--- src/design/lwfs_pkg.sv ---
// shared types and constants for the lcd window fill serializer
`default_nettype none

package lwfs_pkg;

    localparam int unsigned QUEUE_DEPTH_DEF = 4;

    // request opcodes
    localparam logic OP_LOAD = 1'b0;
    localparam logic OP_TICK = 1'b1;

    // color format codes; the unused code behaves as 18-bit
    localparam logic [1:0] FMT_12 = 2'd0;
    localparam logic [1:0] FMT_16 = 2'd1;
    localparam logic [1:0] FMT_18 = 2'd2;
    localparam logic [1:0] FMT_RESET = FMT_16;

    // controller commands
    localparam logic [7:0] CMD_CASET = 8'h2A;
    localparam logic [7:0] CMD_RASET = 8'h2B;
    localparam logic [7:0] CMD_RAMWR = 8'h2C;

    // header phases, one per byte, then the pixel stream
    localparam logic [3:0] PHASE_CASET  = 4'd0;
    localparam logic [3:0] PHASE_XS_HI  = 4'd1;
    localparam logic [3:0] PHASE_XS_LO  = 4'd2;
    localparam logic [3:0] PHASE_XE_HI  = 4'd3;
    localparam logic [3:0] PHASE_XE_LO  = 4'd4;
    localparam logic [3:0] PHASE_RASET  = 4'd5;
    localparam logic [3:0] PHASE_YS_HI  = 4'd6;
    localparam logic [3:0] PHASE_YS_LO  = 4'd7;
    localparam logic [3:0] PHASE_YE_HI  = 4'd8;
    localparam logic [3:0] PHASE_YE_LO  = 4'd9;
    localparam logic [3:0] PHASE_RAMWR  = 4'd10;
    localparam logic [3:0] PHASE_PIXELS = 4'd11;

    typedef struct packed {
        logic       op;
        logic [7:0] x_start;
        logic [7:0] y_start;
        logic [7:0] x_end;
        logic [7:0] y_end;
        logic [7:0] red;
        logic [7:0] green;
        logic [7:0] blue;
    } item_t;

    typedef struct packed {
        logic serial_bit;
        logic is_data;
        logic last;
    } result_t;

    // classified request as it waits in the queue
    typedef struct packed {
        item_t       item;
        logic [15:0] pixel_count;
    } cmd_t;

endpackage

`default_nettype wire

--- src/design/lcd_window_fill_serializer.sv ---
// top level of the serial tft rectangle fill serializer
`default_nettype none

// Serializes a rectangle fill for a serial TFT controller. A load request
// latches the window corners and a color; each tick request that follows
// yields one serial bit with its data/command flag, through the CASET, RASET
// and RAMWR headers and then the pixel stream, with last on the final bit.
// Loads and ticks while idle yield no result. One request is taken every
// clock while item_stall is low; a request passes a front register (where
// the 16-bit pixel count of a load is multiplied out), a QUEUE_DEPTH entry
// command queue and the serializer, which registers its bit on the output
// register. The queue absorbs output stalls before requests are refused.
// The color format register may be written only while the block is idle.
module lcd_window_fill_serializer
    import lwfs_pkg::*;
#(
    parameter int unsigned QUEUE_DEPTH = QUEUE_DEPTH_DEF
)
(
    input  wire logic       clk,
    input  wire logic       rst_n,
    input  wire logic       item_valid,
    output logic            item_stall,
    input  wire item_t      item,
    output logic            result_valid,
    input  wire logic       result_stall,
    output result_t         result,
    input  wire logic       cfg_we,
    input  wire logic [1:0] cfg_wdata
);

    logic push;
    cmd_t push_cmd;
    logic queue_full;
    logic queue_empty;
    logic pop;
    cmd_t head;

    lwfs_front u_front (
        .clk        (clk),
        .rst_n      (rst_n),
        .item_valid (item_valid),
        .item_stall (item_stall),
        .item       (item),
        .push       (push),
        .push_cmd   (push_cmd),
        .queue_full (queue_full)
    );

    lwfs_queue #(
        .DEPTH (QUEUE_DEPTH)
    ) u_queue (
        .clk      (clk),
        .rst_n    (rst_n),
        .push     (push),
        .push_cmd (push_cmd),
        .full     (queue_full),
        .pop      (pop),
        .empty    (queue_empty),
        .head     (head)
    );

    lwfs_back u_back (
        .clk          (clk),
        .rst_n        (rst_n),
        .cfg_we       (cfg_we),
        .cfg_wdata    (cfg_wdata),
        .queue_empty  (queue_empty),
        .head         (head),
        .pop          (pop),
        .result_valid (result_valid),
        .result_stall (result_stall),
        .result       (result)
    );

endmodule

`default_nettype wire

--- src/design/lwfs_front.sv ---
// front stage: takes requests and works out the pixel count of a load
`default_nettype none

module lwfs_front
    import lwfs_pkg::*;
(
    input  wire logic  clk,
    input  wire logic  rst_n,
    input  wire logic  item_valid,
    output logic       item_stall,
    input  wire item_t item,
    output logic       push,
    output cmd_t       push_cmd,
    input  wire logic  queue_full
);

    logic        front_valid_reg;
    logic        front_valid_next;
    cmd_t        front_cmd_reg;
    logic        accept;
    logic [15:0] width;
    logic [15:0] height;
    logic [31:0] area;

    assign push       = front_valid_reg && !queue_full;
    assign item_stall = front_valid_reg && queue_full;
    assign accept     = item_valid && !item_stall;
    assign push_cmd   = front_cmd_reg;

    // counts wrap at 16 bits, reversed corners included
    assign width  = {8'd0, item.x_end} - {8'd0, item.x_start} + 16'd1;
    assign height = {8'd0, item.y_end} - {8'd0, item.y_start} + 16'd1;
    assign area   = width * height;

    always_comb
    begin
        front_valid_next = front_valid_reg;
        if (accept)
        begin
            front_valid_next = 1'b1;
        end
        else if (push)
        begin
            front_valid_next = 1'b0;
        end
    end

    always_ff @(posedge clk or negedge rst_n)
    begin
        if (!rst_n)
        begin
            front_valid_reg <= 1'b0;
        end
        else
        begin
            front_valid_reg <= front_valid_next;
        end
    end

    always_ff @(posedge clk)
    begin
        if (accept)
        begin
            front_cmd_reg.item        <= item;
            front_cmd_reg.pixel_count <= area[15:0];
        end
    end

endmodule

`default_nettype wire

--- src/design/lwfs_queue.sv ---
// short command queue between the front stage and the serializer
`default_nettype none

module lwfs_queue
    import lwfs_pkg::*;
#(
    parameter int unsigned DEPTH = QUEUE_DEPTH_DEF
)
(
    input  wire logic clk,
    input  wire logic rst_n,
    input  wire logic push,
    input  wire cmd_t push_cmd,
    output logic      full,
    input  wire logic pop,
    output logic      empty,
    output cmd_t      head
);

    localparam int unsigned PTR_W = (DEPTH > 1) ? $clog2(DEPTH) : 1;
    localparam int unsigned CNT_W = $clog2(DEPTH + 1);

    cmd_t             entries_reg [DEPTH];
    logic [PTR_W-1:0] wr_ptr_reg;
    logic [PTR_W-1:0] wr_ptr_next;
    logic [PTR_W-1:0] rd_ptr_reg;
    logic [PTR_W-1:0] rd_ptr_next;
    logic [CNT_W-1:0] count_reg;
    logic [CNT_W-1:0] count_next;

    assign full  = (count_reg == CNT_W'(DEPTH));
    assign empty = (count_reg == '0);
    assign head  = entries_reg[rd_ptr_reg];

    always_comb
    begin
        wr_ptr_next = wr_ptr_reg;
        rd_ptr_next = rd_ptr_reg;
        count_next  = count_reg;
        if (push)
        begin
            wr_ptr_next = (wr_ptr_reg == PTR_W'(DEPTH - 1)) ? '0 : wr_ptr_reg + 1'b1;
        end
        if (pop)
        begin
            rd_ptr_next = (rd_ptr_reg == PTR_W'(DEPTH - 1)) ? '0 : rd_ptr_reg + 1'b1;
        end
        if (push && !pop)
        begin
            count_next = count_reg + 1'b1;
        end
        else if (pop && !push)
        begin
            count_next = count_reg - 1'b1;
        end
    end

    always_ff @(posedge clk or negedge rst_n)
    begin
        if (!rst_n)
        begin
            wr_ptr_reg <= '0;
            rd_ptr_reg <= '0;
            count_reg  <= '0;
        end
        else
        begin
            wr_ptr_reg <= wr_ptr_next;
            rd_ptr_reg <= rd_ptr_next;
            count_reg  <= count_next;
        end
    end

    always_ff @(posedge clk)
    begin
        if (push)
        begin
            entries_reg[wr_ptr_reg] <= push_cmd;
        end
    end

endmodule

`default_nettype wire

--- src/design/lwfs_back.sv ---
// serializer: runs the header and pixel sequence and holds the output register
`default_nettype none

module lwfs_back
    import lwfs_pkg::*;
(
    input  wire logic       clk,
    input  wire logic       rst_n,
    input  wire logic       cfg_we,
    input  wire logic [1:0] cfg_wdata,
    input  wire logic       queue_empty,
    input  wire cmd_t       head,
    output logic            pop,
    output logic            result_valid,
    input  wire logic       result_stall,
    output result_t         result
);

    logic [1:0]  color_format_reg;
    logic        busy_reg;
    logic        busy_next;
    logic [3:0]  phase_reg;
    logic [3:0]  phase_next;
    logic [4:0]  bit_pos_reg;
    logic [4:0]  bit_pos_next;
    logic [15:0] pixels_left_reg;
    logic [15:0] pixels_left_next;
    logic [31:0] corners_reg;
    logic [31:0] corners_next;
    logic [23:0] color_reg;
    logic [23:0] color_next;
    logic        result_valid_reg;
    logic        result_valid_next;
    result_t     result_reg;
    result_t     result_next;

    logic        emit;
    logic [7:0]  hdr_byte;
    logic [2:0]  hdr_pos;
    logic [4:0]  pixel_len;
    logic [5:0]  pos_inc;
    logic [15:0] pixels_dec;

    function automatic logic pixel_bit(input logic [1:0] fmt, input logic [4:0] pos,
                                       input logic [23:0] color);
        logic [7:0] blue;
        logic [7:0] green;
        logic [7:0] red;
        logic [2:0] k;
        logic [4:0] off;
        logic       b;
        blue  = color[7:0];
        green = color[15:8];
        red   = color[23:16];
        k     = pos[2:0];
        off   = '0;
        b     = 1'b0;
        case (fmt)
            FMT_12:
            begin
                if (pos < 5'd12)
                begin
                    case (pos[3:2])
                        2'd0:    b = blue[{1'b0, ~pos[1:0]}];
                        2'd1:    b = green[{1'b0, ~pos[1:0]}];
                        default: b = red[{1'b0, ~pos[1:0]}];
                    endcase
                end
            end
            FMT_16:
            begin
                if (pos < 5'd5)
                begin
                    off = 5'd4 - pos;
                    b   = blue[off[2:0]];
                end
                else if (pos < 5'd11)
                begin
                    off = 5'd10 - pos;
                    b   = green[off[2:0]];
                end
                else if (pos < 5'd16)
                begin
                    off = 5'd15 - pos;
                    b   = red[off[2:0]];
                end
            end
            default:
            begin
                // six bits per component, then two zero pad bits
                if (pos < 5'd24 && k < 3'd6)
                begin
                    off = {2'b00, 3'd5 - k};
                    case (pos[4:3])
                        2'd0:    b = blue[off[2:0]];
                        2'd1:    b = green[off[2:0]];
                        default: b = red[off[2:0]];
                    endcase
                end
            end
        endcase
        return b;
    endfunction

    assign pop          = !queue_empty && (!result_valid_reg || !result_stall);
    assign result_valid = result_valid_reg;
    assign result       = result_reg;

    assign hdr_pos    = bit_pos_reg[2:0];
    assign pos_inc    = {1'b0, bit_pos_reg} + 6'd1;
    assign pixels_dec = pixels_left_reg - 16'd1;

    always_comb
    begin
        case (color_format_reg)
            FMT_12:  pixel_len = 5'd12;
            FMT_16:  pixel_len = 5'd16;
            default: pixel_len = 5'd24;
        endcase
    end

    always_comb
    begin
        case (phase_reg)
            PHASE_CASET: hdr_byte = CMD_CASET;
            PHASE_XS_LO: hdr_byte = corners_reg[7:0];
            PHASE_XE_LO: hdr_byte = corners_reg[23:16];
            PHASE_RASET: hdr_byte = CMD_RASET;
            PHASE_YS_LO: hdr_byte = corners_reg[15:8];
            PHASE_YE_LO: hdr_byte = corners_reg[31:24];
            PHASE_RAMWR: hdr_byte = CMD_RAMWR;
            default:     hdr_byte = 8'd0;
        endcase
    end

    always_comb
    begin
        busy_next        = busy_reg;
        phase_next       = phase_reg;
        bit_pos_next     = bit_pos_reg;
        pixels_left_next = pixels_left_reg;
        corners_next     = corners_reg;
        color_next       = color_reg;
        emit             = 1'b0;
        result_next      = result_reg;

        if (pop)
        begin
            if (head.item.op == OP_LOAD)
            begin
                // a load abandons any transfer under way
                corners_next     = {head.item.y_end, head.item.x_end,
                                    head.item.y_start, head.item.x_start};
                color_next       = {head.item.red, head.item.green, head.item.blue};
                pixels_left_next = head.pixel_count;
                busy_next        = 1'b1;
                phase_next       = PHASE_CASET;
                bit_pos_next     = '0;
            end
            else if (busy_reg)
            begin
                emit             = 1'b1;
                result_next.last = 1'b0;
                if (phase_reg < PHASE_PIXELS)
                begin
                    result_next.serial_bit = hdr_byte[3'd7 - hdr_pos];
                    result_next.is_data    = !(phase_reg == PHASE_CASET ||
                                               phase_reg == PHASE_RASET ||
                                               phase_reg == PHASE_RAMWR);
                    if (hdr_pos == 3'd7)
                    begin
                        bit_pos_next = '0;
                        // empty pixel count ends the transfer after the command
                        if (phase_reg == PHASE_RAMWR && pixels_left_reg == 16'd0)
                        begin
                            result_next.last = 1'b1;
                            busy_next        = 1'b0;
                            phase_next       = PHASE_CASET;
                        end
                        else
                        begin
                            phase_next = phase_reg + 4'd1;
                        end
                    end
                    else
                    begin
                        bit_pos_next = {2'b00, hdr_pos} + 5'd1;
                    end
                end
                else
                begin
                    result_next.serial_bit = pixel_bit(color_format_reg, bit_pos_reg,
                                                       color_reg);
                    result_next.is_data    = 1'b1;
                    if (pos_inc >= {1'b0, pixel_len})
                    begin
                        bit_pos_next     = '0;
                        pixels_left_next = pixels_dec;
                        if (pixels_dec == 16'd0)
                        begin
                            result_next.last = 1'b1;
                            busy_next        = 1'b0;
                            phase_next       = PHASE_CASET;
                        end
                    end
                    else
                    begin
                        bit_pos_next = pos_inc[4:0];
                    end
                end
            end
        end

        result_valid_next = emit || (result_valid_reg && result_stall);
    end

    always_ff @(posedge clk or negedge rst_n)
    begin
        if (!rst_n)
        begin
            color_format_reg <= FMT_RESET;
            busy_reg         <= 1'b0;
            phase_reg        <= PHASE_CASET;
            bit_pos_reg      <= '0;
            pixels_left_reg  <= '0;
            corners_reg      <= '0;
            color_reg        <= '0;
            result_valid_reg <= 1'b0;
        end
        else
        begin
            if (cfg_we)
            begin
                color_format_reg <= cfg_wdata;
            end
            busy_reg         <= busy_next;
            phase_reg        <= phase_next;
            bit_pos_reg      <= bit_pos_next;
            pixels_left_reg  <= pixels_left_next;
            corners_reg      <= corners_next;
            color_reg        <= color_next;
            result_valid_reg <= result_valid_next;
        end
    end

    always_ff @(posedge clk)
    begin
        result_reg <= result_next;
    end

endmodule

`default_nettype wire

--- config.mk ---
export PLATFORM = sky130hd
export DESIGN_NAME = lcd_window_fill_serializer
export DESIGN_NICKNAME = d
export VERILOG_FILES = /design/src/design/lwfs_pkg.sv /design/src/design/lcd_window_fill_serializer.sv /design/src/design/lwfs_front.sv /design/src/design/lwfs_queue.sv /design/src/design/lwfs_back.sv
export SDC_FILE = /design/constraint.sdc
export NUM_CORES = 1
export LEC_CHECK = 0
export BUFFER_PORTS_ARGS = -buffer_cell sky130_fd_sc_hd__buf_4
export CORE_MARGIN = 5
export CORE_UTILIZATION = 35
export DETAILED_ROUTE_END_ITERATION = 10
export PLACE_DENSITY_LB_ADDON = 0.2
export SLEW_MARGIN = 20
export SYNTH_ARGS = -nofsm -noshare
export SYNTH_HDL_FRONTEND = slang
export SYNTH_SLANG_ARGS = --single-unit
--- constraint.sdc ---
create_clock -name clk -period 6.21 [get_ports clk]
set_input_delay 0 -clock clk [delete_from_list [all_inputs] [get_ports clk]]
set_output_delay 0 -clock clk [all_outputs]
set_load 0.02 [all_outputs]
==> metrics list, run 1 <==
- Synth top area share: a little under half
- Setup violations remaining at the end of the flow were counted as 1.
* Worst Max-Slew Pin Slew: between 1 and 1.5 ns
- Once placement completed, the tool counted placed cells totaling ~2600.
- Prior to clock tree synthesis, the placed netlist has a worst setup slack of -0.769 ns.
- CP Capture Type: flip-flop
* Final hold violations: 0
* Final total negative setup slack: -0.0494 ns
- Across the run, the number of max-cap violations was 0.
* Count of placed standard cells in the final layout, fillers left out: 2776
- Dividing the synthesized area by the synthesized cell count gives 14.6 um2.
- Die height: 267 um
- Overall routing resource usage: between 10% and 20%
* Layout overhead on the synthesized area: 23.0%
- The die covers approximately 0.07 mm2.
* Crit path launch type: input port
- Summed over all instances, the cell type with the most area after synthesis is sky130_fd_sc_hd__edfxtp_1.
* Wire length per cell: about 19 um
* Reg clk slew, reported paths: around 0.060 ns
- Outcome: complete, but fails checks
- The final layout contains routed wiring with a total length of 51500 um.
- The root buffer cell chosen for the clock tree is sky130_fd_sc_hd__clkbuf_16.
- RSZ-0062 raised after global routing: yes
- Synthesis produced a netlist with a net count of between 1500 and 2000.
* Largest register FFs: between 200 and 300
- Data arrives at the worst endpoint at ~6.6 ns.
* CP max-delay cell: sky130_fd_sc_hd__fa_1
* Maximum level of the CTS H-tree: 2
- In this run the tool buffered the top-level ports with slightly below 70 buffer cells.
- The floorplan has 94 rows.
* Shortest clock period the worst path allows after layout: ~6.3 ns
- Synth top area cells: sky130_fd_sc_hd__edfxtp_1 (48%), sky130_fd_sc_hd__dfrtp_1 (10%), sky130_fd_sc_hd__mux4_2 (8.4%), sky130_fd_sc_hd__fa_1 (7.2%), sky130_fd_sc_hd__ha_1 (4.9%)
- Layout Utilization: a little over two fifths
* Cell type with the highest occurrence count on the critical path: sky130_fd_sc_hd__fa_1
- The layout has 5927 filler cells.
* Share of post-route cells with drive strength above 1: 27.6%
- Number of buffers added by the clock tree synthesis step: 47
- CTS max path bufs: 3
- The first global-routing pass estimated about 82000 um of wire.
* Per-cell via count in the routed design: about 4.9
- Share of flip-flops with an asynchronous set or reset after synthesis: 20.2%
- a little under 70 I/O pins were placed.
- Distinct cell type count of the synthesized netlist: 71
* Seq cells post-synth: roughly 460
- At the end of routability-driven placement, the weighted congestion stood at 0.868.
* Global-route congestion overflow total: 0
- Headroom to the max-slew limit came out at between 20 and 30%.
* Violations in the final reports: setup timing
- Max Fanout on Critical Path: 3
* Number of enable flip-flop cells after synthesis: around 370
- For this block, the via count after detailed routing is between 10000 and 15000.
- Yosys printed 0 warnings.
- Entering global routing, the biggest net connects between 50 and 60 pins.
- Worst stage delay on the critical path: about 0.54 ns
- For this configuration, the core starts out at a cell density of between 30% and 40%.
- Counting both buffers and inverters, the worst setup path holds a total of 5.
- Main flop type after synthesis: sky130_fd_sc_hd__edfxtp_1
- Clock tree from TritonCTS: done
- The clock arrives with approximately 0.020 ns of skew.
* Mapped Cells: 1576
- The detail route stage leaves a number of antenna-violating nets equal to 0.
- In the post-route analysis, the smallest setup slack over all paths is -0.0494 ns.
* Post-DP HPWL: 35700 um
* # DRC: 0
- Data on the critical path is required at its endpoint by approximately 6.5 ns.
- The critical path in this run is classified as input port to flip-flop.
- Max Transition Viols Final: 0
* DRT iter0 DRCs: about 770
- The initial antenna violation count came to 1.
- Cell family contributing the most delay on the critical path: adder cells
- Highest clock frequency the design can meet: ~0.16 GHz
- Count of clock tree sinks: about 460
- Final Cycle Share: 101%
- Placeable core region: approximately 0.066 mm2
* Number of global-route vias before repair: 14462
- The later pin in the worst-skew pair is clocked with a latency of about 0.56 ns.
- DIE WIDTH: around 270 um
- Worst hold-check path type: input port to flip-flop
- The first TritonRoute pass finished after 5 iterations.
* Sequential element share of the synthesized area: between 50 and 60%
* Cell area after synthesis: between 0.02 and 0.025 mm2
- The net count of the finished layout is between 2000 and 2500.
-- cells in the mapped netlist, drive strengths merged (4+ instances only) --
cell type	number
a211oi	4
a21o	6
a21oi	53
a22oi	6
a31oi	9
a32oi	9
and2	30
and3	4
buf	12
clkbuf	45
dfrtp	92
edfxtp	368
fa	83
ha	90
inv	170
mux2	61
mux2i	4
mux4	86
nand2	85
nand2b	16
nand3	9
nand3b	4
nor2	78
nor2b	17
nor3	26
nor4	6
o211ai	5
o21a	10
o21ai	54
o22a	4
o22ai	7
o31a	6
or3	7
or4	4
xnor2	49
xor2	15
-- cell usage in the layout (no fill, tap or decap), types with 61 or more instances in the layout --
master                          Yosys  final
sky130_fd_sc_hd__buf_4              0    227
sky130_fd_sc_hd__edfxtp_1         368    368
sky130_fd_sc_hd__dlygate4sd3_1      0     65
sky130_fd_sc_hd__ha_1              90     80
sky130_fd_sc_hd__nor2_1            78     74
sky130_fd_sc_hd__mux2_2            61     61
sky130_fd_sc_hd__nand2_1           85     85
sky130_fd_sc_hd__dfrtp_1           92     90
sky130_fd_sc_hd__inv_1            169    161
sky130_fd_sc_hd__fa_1              83     78
sky130_fd_sc_hd__mux4_2            86     86
-- worst register-to-register path, stage by stage, from the launching register on --
cell and delay [ns]:
sky130_fd_sc_hd__dfrtp_1 0.44, sky130_fd_sc_hd__inv_1 0.08, sky130_fd_sc_hd__ha_1 0.21, sky130_fd_sc_hd__or3b_2 0.51, sky130_fd_sc_hd__nor3_1 0.34, sky130_fd_sc_hd__nand2_1 0.17, sky130_fd_sc_hd__or4_1 0.48, sky130_fd_sc_hd__or3_1 0.38
sky130_fd_sc_hd__nor4_1 0.55, sky130_fd_sc_hd__or3_1 0.23, sky130_fd_sc_hd__nor2_1 0.04, sky130_fd_sc_hd__o21ai_0 0.15, sky130_fd_sc_hd__o21ai_1 0.08
-- final cells by class --
| cell class | instances | area, um2 | share of cell area [%] |
|---|---|---|---|
| Sequential cell | 461 | 13400 | 47.2 |
| Multi-Input combinational cell | 886 | 9210 | 32.5 |
| Timing Repair Buffer | 301 | 2490 | 8.79 |
| Clock buffer | 60 | 1260 | 4.43 |
| Tap cell | 864 | 1080 | 3.81 |
| Inverter | 172 | 653 | 2.30 |
| Clock inverter | 28 | 273 | 0.961 |
| Antenna cell | 4 | 10.0 | 0.0353 |
-- timing repair --
item,in CTS,in global routing
gates resized for setup,11,31
pin swaps,19,19
hold buffers,66,0
buffers inserted,8,2
endpoints found under the hold margin,101,0
setup endpoints to repair,1,5
-- metrics by stage --
step                      hold slack, ns  instance area, um2
after global placement            0.0241               25900
after floorplan                   -0.296               23200
final                              0.165               28400
after CTS                          0.135               28200
after detailed placement          0.0220               25900
after global routing               0.145               28400
-- per-layer routing --
layer | vias up | wire length [um] | global-route usage [%]
li1 | 6332 | - | -
met1 | 6913 | 22600 | 19.6
met2 | 203 | 26500 | 25.7
met3 | 64 | 1380 | 1.59
met4 | 0 | 971 | 3.25
met5 | - | 0 | 0
-- path summary, 6_finish.rpt --
| check | from | endpoint | slack [ns] | depth (start not counted) |
|---|---|---|---|---|
| max reg2reg | u_back.pixels_left_reg[0] | u_back.phase_reg[2] | 2.42 | 12 |
| min | item[4] | u_front.push_cmd[20] | 0.16 | 2 |
| min in group asynchronous | rst_n | u_back.color_reg[1] | 0.55 | 4 |
| min reg2reg | u_front.push_cmd[54] | u_queue.entries_reg[1][54] | 0.49 | 0 |
| max in group asynchronous | rst_n | u_queue.rd_ptr_reg[0] | 4.81 | 4 |
| max | item[48] | u_front.push_cmd[15] | -0.05 | 26 |
-- kinds of logic (layout without fill, tap and decap cells) --
kind of cell | Yosys count | count (layout) | share of synthesized area, %
XOR/XNOR | 67 | 67 | 2.82
flip-flops | 461 | 461 | 58.0
adder cells (fa/ha/maj) | 173 | 173 | 12.1
AND/OR/NAND/NOR | 301 | 301 | 6.45
AO/OA/AOI/OAI | 194 | 194 | 5.36
multiplexers | 151 | 151 | 11.5
buffers and inverters | 229 | 561 | 3.74
other | 0 | 4 | 0
Power of run 1 is left out: the tool's default activity adds up to more than one toggle a clock period on the data nets, which glitch-free logic cannot reach.
==> inputs of run 2 (changes only) <==
--- a/config.mk
+++ b/config.mk
@@ -9,8 +9,11 @@
 export CORE_MARGIN = 5
 export CORE_UTILIZATION = 35
 export DETAILED_ROUTE_END_ITERATION = 10
+export GPL_ROUTABILITY_DRIVEN = 0
 export PLACE_DENSITY_LB_ADDON = 0.2
+export RECOVER_POWER = 100
 export SLEW_MARGIN = 20
 export SYNTH_ARGS = -nofsm -noshare
 export SYNTH_HDL_FRONTEND = slang
+export SYNTH_HIERARCHICAL = 1
 export SYNTH_SLANG_ARGS = --single-unit
==> run 2 against run 1 <==
  * The run ends with capacitance limit, slew limit left
  * Register-to-register slack got worse by 1.6 ns
  * Largest cell class unchanged
  * Cell count fell by 4.9%
  * Critical endpoint is now u_front/push_cmd[15]
  * Critical path type unchanged
  * First-iteration DRC count rose by 22%
==> metrics list, run 2 <==
- End point of the critical path: u_front/push_cmd[15]
- Commonest non-fill, non-tap cells in the layout: sky130_fd_sc_hd__edfxtp_1 (368), sky130_fd_sc_hd__inv_1 (133), sky130_fd_sc_hd__buf_4 (122)
* Global-route congestion overflow total: 0 (unchanged)
- Remaining number of nets flagged by the antenna check after routing: 0 (unchanged)
- Most common library cells after synthesis: sky130_fd_sc_hd__edfxtp_1 (368), sky130_fd_sc_hd__inv_1 (132), sky130_fd_sc_hd__dfrtp_1 (92)
- By startpoint and endpoint, the worst setup path is classified as input port to flip-flop.
- The met1 usage in global routing was 20.4% (+0.88 points).
- The clock net sink count is 461 (unchanged).
- The worst-path maximum fanout came to 4 (+1).
- Setup slack after placement: -0.374 ns (+0.394 ns)
* Number of antenna repair diodes: 0 (-4)
- Final total negative setup slack: 0 ns (+0.0494 ns)
* Distinct cell type count of the synthesized netlist: 85 (+20%)
- The maximum clock skew at final layout was 0.0282 ns (+0.00816 ns).
- The worst register-to-register path ends at u_back/corners_reg[6].
- The synthesized area was 0.0226 mm2 (-2.0%).
- DRT iter0 DRCs: 938 (+22%)
- # DRC: 0 (unchanged)
* Initial antenna violation count: 2 (+1)
* Share of flip-flops with an asynchronous set or reset after synthesis: 20.2% (unchanged)
- Worst Max-Slew Pin Slew: 3.81 ns (+2.75 ns)
- The normalized max-slew margin was -154% (-180 points).
- Counting stages on the worst path, the most repeated cell is sky130_fd_sc_hd__fa_1.
- The sequential area share after synthesis was 59.2% (+1.2 points).
* Per-cell via count in the routed design: 4.92 (+1.1%)
- Outcome: complete, but fails checks
* CP Capture Type: flip-flop
* Reg clk slew, reported paths: 0.06 ns (about the same)
- The number of nets produced by synthesis came to 1704 (-6.0%).
- The worst hold path belongs to the class input port to flip-flop.
- Maximum number of pins on one net before global-route repair: 67 (+20%)
- Total buffers and inverters traversed by the critical path: 6 (+1)
* Clock Root Buffer: sky130_fd_sc_hd__clkbuf_16
- Share of post-route cells with drive strength above 1: 21.6% (-6.0 points)
- The cell family contributing the most delay on the critical path is adder cells.
- Highest clock frequency the design can meet: 0.168 GHz (+5.2%)
- The data required time of the worst path was 6.52 ns (about the same).
* Routing layer with the top usage in global route: met2
- Largest register FFs: 292 (unchanged)
- The arrival time at the worst endpoint was 6.26 ns (-0.30 ns).
* Warning count from the yosys run: 6 (+6)
* Layout Utilization: 42.2% (-1.1 points)
- The maximum single-stage delay on the critical path was 0.55 ns (about the same).
* Source of the worst register-to-register timing path: u_queue/rd_ptr_reg[0]
- The count of TritonRoute iterations in the first routing pass was 4 (-1).
- # setup viols final: 0 (-1)
- Effective utilization at floorplan: 35.2% (about the same)
- The total detailed-routing wirelength was 49900 um (-3.2%).
- The overall routing resource usage came to 14.2% (-0.33 points).
* Area leader, netlist: sky130_fd_sc_hd__edfxtp_1
* Synth top area cells: sky130_fd_sc_hd__edfxtp_1 (49%), sky130_fd_sc_hd__dfrtp_1 (10%), sky130_fd_sc_hd__mux4_2 (8.6%), sky130_fd_sc_hd__fa_1 (6.4%), sky130_fd_sc_hd__ha_1 (4.6%)
- The checks that failed: capacitance limit, slew limit.
* # Max-Cap Violations: 13 (+13)
- Layout overhead on the synthesized area: 20.0%
- Clock tree from TritonCTS: done
* Crit path launch type: input port
* Seq cells post-synth: 461 (unchanged)
* Final Cycle Share: 95.8% (-5.0 points)
* Detailed-route via count: 12997 (-3.8%)
* Mean Syn Cell Area: 15.2 um2 (+4.0%)
* Number of buffers added by the clock tree synthesis step: 49 (+4.3%)
* Die height: 264 um (-0.98%)
* Synth top area share: 48.9% (+0.99 points)
- The net count of the finished layout was 1963 (-6.8%).
* Global routing met2 resource utilization: 22.8% (-2.9 points)
* Number of global-route vias before repair: 13426 (-7.2%)
- The count of pins on the block boundary came to 69 (unchanged).
- Number of enable flip-flop cells after synthesis: 368 (unchanged)
* Post-DP HPWL: 33800 um (-5.4%)
- The smallest setup slack after layout is 0.259 ns (+0.309 ns).
- Die Outline Area: 0.0697 mm2 (-2.0%)
* Total number of placement rows: 93 (-1.1%)
- Reg2Reg Setup Slack: 0.81 ns (-1.61 ns)
- sky130_fd_sc_hd__edfxtp_1 is the most common cell in the netlist.
* Placeable core region: 0.0642 mm2 (-2.0%)
- Wire length per cell: 18.9 um (+1.8%)
- Among all flip-flop cells after synthesis, the most frequent one is sky130_fd_sc_hd__edfxtp_1.
- Wire length of the first global-routing pass: 78700 um (-4.2%)
* Number of filler cells placed in the layout: 5891 (-0.61%)
- Met3 layer usage reported by global route: 2.22% (+0.63 points)
- For this design, the slowest cell found on the critical path is sky130_fd_sc_hd__or4_4.
- Final hold violations: 0 (unchanged)
* Number of cell instances on the worst register-to-register path: 5 (-7)
- The clock latency reported for the late side of the worst-skew pair was 0.59 ns (+0.03 ns).
- The count of input and output buffers came to 68 (unchanged).
- Mapped Cells: 1485 (-5.8%)
- Leading cell type in the layout, fill and taps excluded: sky130_fd_sc_hd__edfxtp_1
- The maximum root-to-sink buffer count came to 3 (unchanged).
- The logic depth of the worst setup path including buffers came to 25 (-3.8%).
- The minimum clock period after layout was 5.95 ns (-0.309 ns).
- The number of H-tree levels is 2 (unchanged).
- Max Transition Viols Final: 514 (+514)
* DIE WIDTH: 264 um (-0.98%)
* Worst setup path startpoint: item[54]
==> run 2: changes by cell type in the layout (fill, tap and decap cells not counted), moves of 8 or more <==
cell and delta:
sky130_fd_sc_hd__inv_1 -28, sky130_fd_sc_hd__nor2_1 -14, sky130_fd_sc_hd__mux2_1 +56, sky130_fd_sc_hd__o21ai_0 -19
sky130_fd_sc_hd__xnor2_1 -14, sky130_fd_sc_hd__clkbuf_1 +26, sky130_fd_sc_hd__buf_4 -105, sky130_fd_sc_hd__fa_1 -8
sky130_fd_sc_hd__clkbuf_4 +42, sky130_fd_sc_hd__mux2_2 -57, sky130_fd_sc_hd__nand3_1 +12
==> run 2: what timing repair did <==
action                                 CTS  global route
buffers inserted                         0             0
resized for setup                        0            18
hold buffers                            65             0
setup endpoints to repair                0             2
endpoints found under the hold margin  117             0
==> run 2: routing by layer <==
| layer | vias to the layer above | share of wire, % | routed length, um |
|---|---|---|---|
| li1 | 6021 | - | - |
| met1 | 6669 | 47 | 23300 |
| met2 | 235 | 48 | 23700 |
| met3 | 72 | 3.5 | 1740 |
| met4 | 0 | 2.2 | 1070 |
| met5 | - | 0 | 0 |
==> run 2: metrics by stage <==
| step | cells | hold WS [ns] | area (um2) |
|---|---|---|---|
| finish | 2640 | 0.146 | 27100 |
| global route | 2640 | 0.111 | 27100 |
| CTS | 2640 | 0.0801 | 27200 |
| detailed placement | 2483 | -0.0525 | 24900 |
| global placement | 2483 | -0.0563 | 24900 |
| floorplan | 1485 | -0.296 | 22600 |
==> run 2: how the worst min path moves through the flow <==
stage          startpoint                     to  slack [ns]  cells after the start
3_5_place_dp        rst_n   u_back/color_reg[13]       -0.05                      1
3_3_place_gp        rst_n   u_back/color_reg[13]       -0.06                      1
2_1_floorplan       rst_n  u_back/bit_pos_reg[0]       -0.30                      0
4_1_cts          item[19]   u_front/push_cmd[35]        0.08                      2
5_1_grt          item[11]   u_front/push_cmd[27]        0.11                      2
6_report         item[23]   u_front/push_cmd[39]        0.15                      2
==> run 2: cell type report <==
cell class	instances	area (um2)	share of cell area [%]
clock buffers	65	1370	5.04
clock inverters	27	253	0.932
inverters	137	514	1.90
multi-input cells	834	8520	31.4
flip-flops and latches	461	13400	49.4
well taps	855	1070	3.95
repair buffers	261	2000	7.38
==> run 2: cell families (layout without fill, tap and decap cells) <==
group,Yosys count,in the layout,synth area share [%]
buf+inv,190,490,3.51
mux,153,153,11.9
xor+xnor,57,57,2.63
fa+ha+maj,155,155,11.0
compound gates,181,181,5.39
simple gates,288,288,6.42
flops,461,461,59.2
Power of run 2 is left out for the same reason.
==> inputs of run 3 (changes only) <==
--- a/config.mk
+++ b/config.mk
@@ -5,6 +5,7 @@
 export SDC_FILE = /design/constraint.sdc
 export NUM_CORES = 1
 export LEC_CHECK = 0
+export ABC_AREA = 1
 export BUFFER_PORTS_ARGS = -buffer_cell sky130_fd_sc_hd__buf_4
 export CORE_MARGIN = 5
 export CORE_UTILIZATION = 35
==> constraint.sdc (replaced) <==
create_clock -name clk -period 6.21 [get_ports clk]
set_input_delay 0 -clock clk [delete_from_list [all_inputs] [get_ports clk]]
set_output_delay 0 -clock clk [all_outputs]
set_load 0.005 [all_outputs]
==> run 3 against run 2 <==
  * The run still ends with capacitance limit, slew limit left
  * Core utilization fell by 0.41 points
  * First-iteration DRC count fell by 1.1%
  * Register-to-register slack gained 1.1 ns
  * Die area grew 6.5%
  * Clock skew down 0.0046 ns
  * Via count up 25%
  * Critical path depth rose by 10
  * Area after synthesis rose by 6.8%
  * Critical path type unchanged
==> metrics list, run 3 <==
- Outcome: complete, but fails checks
- The checks that failed: capacitance limit, slew limit.
- The number of synthesized register bits was 461 (unchanged).
- Shortest clock period the worst path allows after layout: 5.98 ns (+0.0255 ns)
- The number of cell rows came to 96 (+3.2%).
* Relative slew slack: -159% (-5.1 points)
* Worst stage delay on the critical path: 0.55 ns (about the same)
* Final hold violations: 0 (unchanged)
- TritonCTS built the clock tree.
- Main flop type after synthesis: sky130_fd_sc_hd__edfxtp_1
- Share of post-route cells with drive strength above 1: 16.7% (-5.0 points)
- The largest net degree at the start of global routing was 108 (+61%).
- The count of maximum capacitance violations came to 6 (-7).
- Per-cell via count in the routed design: 4.69 (-4.7%)
* Most common library cells after synthesis: sky130_fd_sc_hd__nand2_1 (596), sky130_fd_sc_hd__inv_1 (382), sky130_fd_sc_hd__edfxtp_1 (368)
- Worst-case hold path end point: u_front/push_cmd[38]
- Warning count from the yosys run: 6 (unchanged)
* Wire length per cell: 16.0 um (-15%)
- The fill cell instance count of the final layout was 6564 (+11%).
* Initial antenna violation count: 3 (+1)
* Overall routing resource usage: 14.9% (+0.63 points)
* # setup viols final: 0 (unchanged)
* Signal arrival time at the worst endpoint: 6.31 ns (+0.05 ns)
- WHS Path Cells: 2 (unchanged)
- Remaining number of nets flagged by the antenna check after routing: 0 (unchanged)
- The cell sitting at the root of the clock tree is a sky130_fd_sc_hd__clkbuf_16.
* Die Outline Area: 0.0743 mm2 (+6.5%)
* Crit path required time: 6.54 ns (+0.02 ns)
- The worst hold path belongs to the class input port to flip-flop.
- Number of search-and-repair iterations in the first detailed-routing pass: 5 (+1)
* Mean Syn Cell Area: 10.4 um2 (-32%)
* # DRC: 0 (unchanged)
* Detailed-route via count: 16281 (+25%)
- The maximum root-to-sink buffer count was 3 (unchanged).
- Die height: 273 um (+3.2%)
- Synth top area share: 45.8% (-3.1 points)
* Number of enable flip-flop cells after synthesis: 368 (unchanged)
* Reg2Reg Setup Slack: 1.90 ns (+1.09 ns)
- Min-delay src: item[22]
- Synth top area cells: sky130_fd_sc_hd__edfxtp_1 (46%), sky130_fd_sc_hd__dfrtp_1 (9.5%), sky130_fd_sc_hd__nand2_1 (9.3%), sky130_fd_sc_hd__fa_1 (6.0%), sky130_fd_sc_hd__inv_1 (5.9%)
- Maximum level of the CTS H-tree: 2 (unchanged)
- Most numerous cell in the Yosys netlist: sky130_fd_sc_hd__nand2_1
- The synthesized area came to 0.0241 mm2 (+6.8%).
- The total detailed-routing wirelength is 55400 um (+11%).
- Leaving out fill and tap cells, the most frequent cells in the layout are sky130_fd_sc_hd__nand2_1 (573), sky130_fd_sc_hd__inv_1 (369), sky130_fd_sc_hd__edfxtp_1 (368).
* Wire length of the first global-routing pass: 88600 um (+13%)
- The maximum clock skew at final layout was 0.0236 ns (-0.00464 ns).
* Port Buffers: 68 (unchanged)
* Cell type with the highest occurrence count on the critical path: sky130_fd_sc_hd__inv_1
- Placeable core region: 0.0685 mm2 (+6.6%)
- The number of CTS-inserted buffers was 48 (-2.0%).
- STA classifies the critical path endpoint as a flip-flop.
- Final Cycle Share: 96.2% (+0.41 points)
- Share of flip-flops with an asynchronous set or reset after synthesis: 20.2% (unchanged)
- The worst-path maximum fanout was 4 (unchanged).
* DIE WIDTH: 273 um (+3.2%)
- Worst hold margin: 0.145 ns (-0.000593 ns)
- The first-iteration detailed-routing DRC count came to 928 (-1.1%).
- Reg clk slew, reported paths: 0.06 ns (about the same)
- The startpoint identified for the worst register-to-register timing path is u_queue/rd_ptr_reg[1].
- Leading cell type in the layout, fill and taps excluded: sky130_fd_sc_hd__nand2_1
* Net count, final: 2766 (+41%)
- For this design, the slowest cell found on the critical path is sky130_fd_sc_hd__fa_1.
- The final number of max-transition violations came to 245 (-52%).
- The total global routing overflow came to 0 (unchanged).
* Mapped Cells: 2324 (+56%)
* Distinct cell type count of the synthesized netlist: 48 (-44%)
* Nets in the synthesized netlist: 2543 (+49%)
- The clock latency reported for the late side of the worst-skew pair came to 0.59 ns (about the same).
* WS Path Type: input port to flip-flop
* Top Ports: 69 (unchanged)
- Number of antenna repair diodes: 0 (unchanged)
- The clock net sink count came to 461 (unchanged).
- The flip-flop count of the largest register after layout came to 292 (unchanged).
* Number of cell instances on the worst register-to-register path: 4 (-1)
* Area leader, netlist: sky130_fd_sc_hd__edfxtp_1
- Sequential element share of the synthesized area: 55.5% (-3.8 points)
- Post-DP HPWL: 37200 um (+9.8%)
- The maximum clock frequency came to 0.167 GHz (-0.43%).
* Effective utilization at floorplan: 35.2% (+0.059 points)
- Crit path launch type: input port
- Worst Max-Slew Pin Slew: 3.89 ns (+0.0763 ns)
* Number of global-route vias before repair: 16383 (+22%)
* Layout overhead on the synthesized area: 18.6%
- Worst reg2reg endpoint: u_back/corners_reg[23]
run 3: worst max path at each step:
stage | from | to | slack [ns] | cells after the start
CTS | item[50] | u_front/push_cmd[15] | 0.001 | 38
global placement | item[32] | u_front/push_cmd[15] | -0.28 | 37
global route | item[41] | u_front/push_cmd[15] | -0.05 | 35
finish | item[41] | u_front/push_cmd[15] | 0.23 | 35
floorplan | item[32] | u_front/push_cmd[14] | 0.24 | 35
detailed placement | item[32] | u_front/push_cmd[15] | -0.32 | 37
run 3: kinds of logic after synthesis:
| group | after synthesis | share of synthesized area, % |
|---|---|---|
| and+or+nand+nor | 883 | 15.4 |
| buffers and inverters | 476 | 8.29 |
| muxes | 50 | 2.33 |
| adders and majority gates | 155 | 10.3 |
| xor gates and xnor gates | 23 | 0.835 |
| DFF | 461 | 55.5 |
| AOI/OAI and AO/OA | 276 | 7.41 |
run 3: through the flow:
step | instances | worst slack [ns] | util [%] | cell area (um2) | setup TNS (ns)
3_3_place_gp | 3308 | -0.283 | 38.1 | 26100 | -0.751
4_1_cts | 3463 | 0.00131 | 41.3 | 28300 | 0
3_5_place_dp | 3308 | -0.322 | 38.1 | 26100 | -0.901
2_1_floorplan | 2324 | 0.244 | - | 24100 | 0
5_1_grt | 3469 | -0.0515 | 41.8 | 28600 | -0.0709
6_report | 3469 | 0.234 | 41.8 | 28600 | 0
run 3: timing repair:
| item | 4_1_cts | 5_1_grt |
|---|---|---|
| hold buffers | 65 | 1 |
| hold endpoints to repair | 92 | 1 |
| gates resized for setup | 0 | 100 |
| setup endpoints to repair | 0 | 5 |
| buffers inserted | 0 | 6 |
run 3: routing by layer:
metal	track usage (%)	part of all wire (%)
met3	2.07	3.4
met4	3.27	2.0
met5	0	0
met2	26.0	49
met1	19.8	46
run 3: critical path, delay by kind of cell:
family / cells / cell delay [ns]
AOI/OAI and AO/OA: 1 / 0.29
and+or+nand+nor: 14 / 1.18
buffers and inverters: 12 / 1.43
adders and majority gates: 8 / 3.41
run 3: layout make-up:
class | instances | area [um2] | area share [%]
multi-input cells | 1387 | 9100 | 31.8
well taps | 882 | 1100 | 3.86
clock buffers | 63 | 1300 | 4.53
clock inverters | 27 | 249 | 0.870
flip-flops and latches | 461 | 13400 | 46.8
inverters | 403 | 1530 | 5.36
repair buffers | 246 | 1950 | 6.82
Power of run 3 is left out for the same reason.
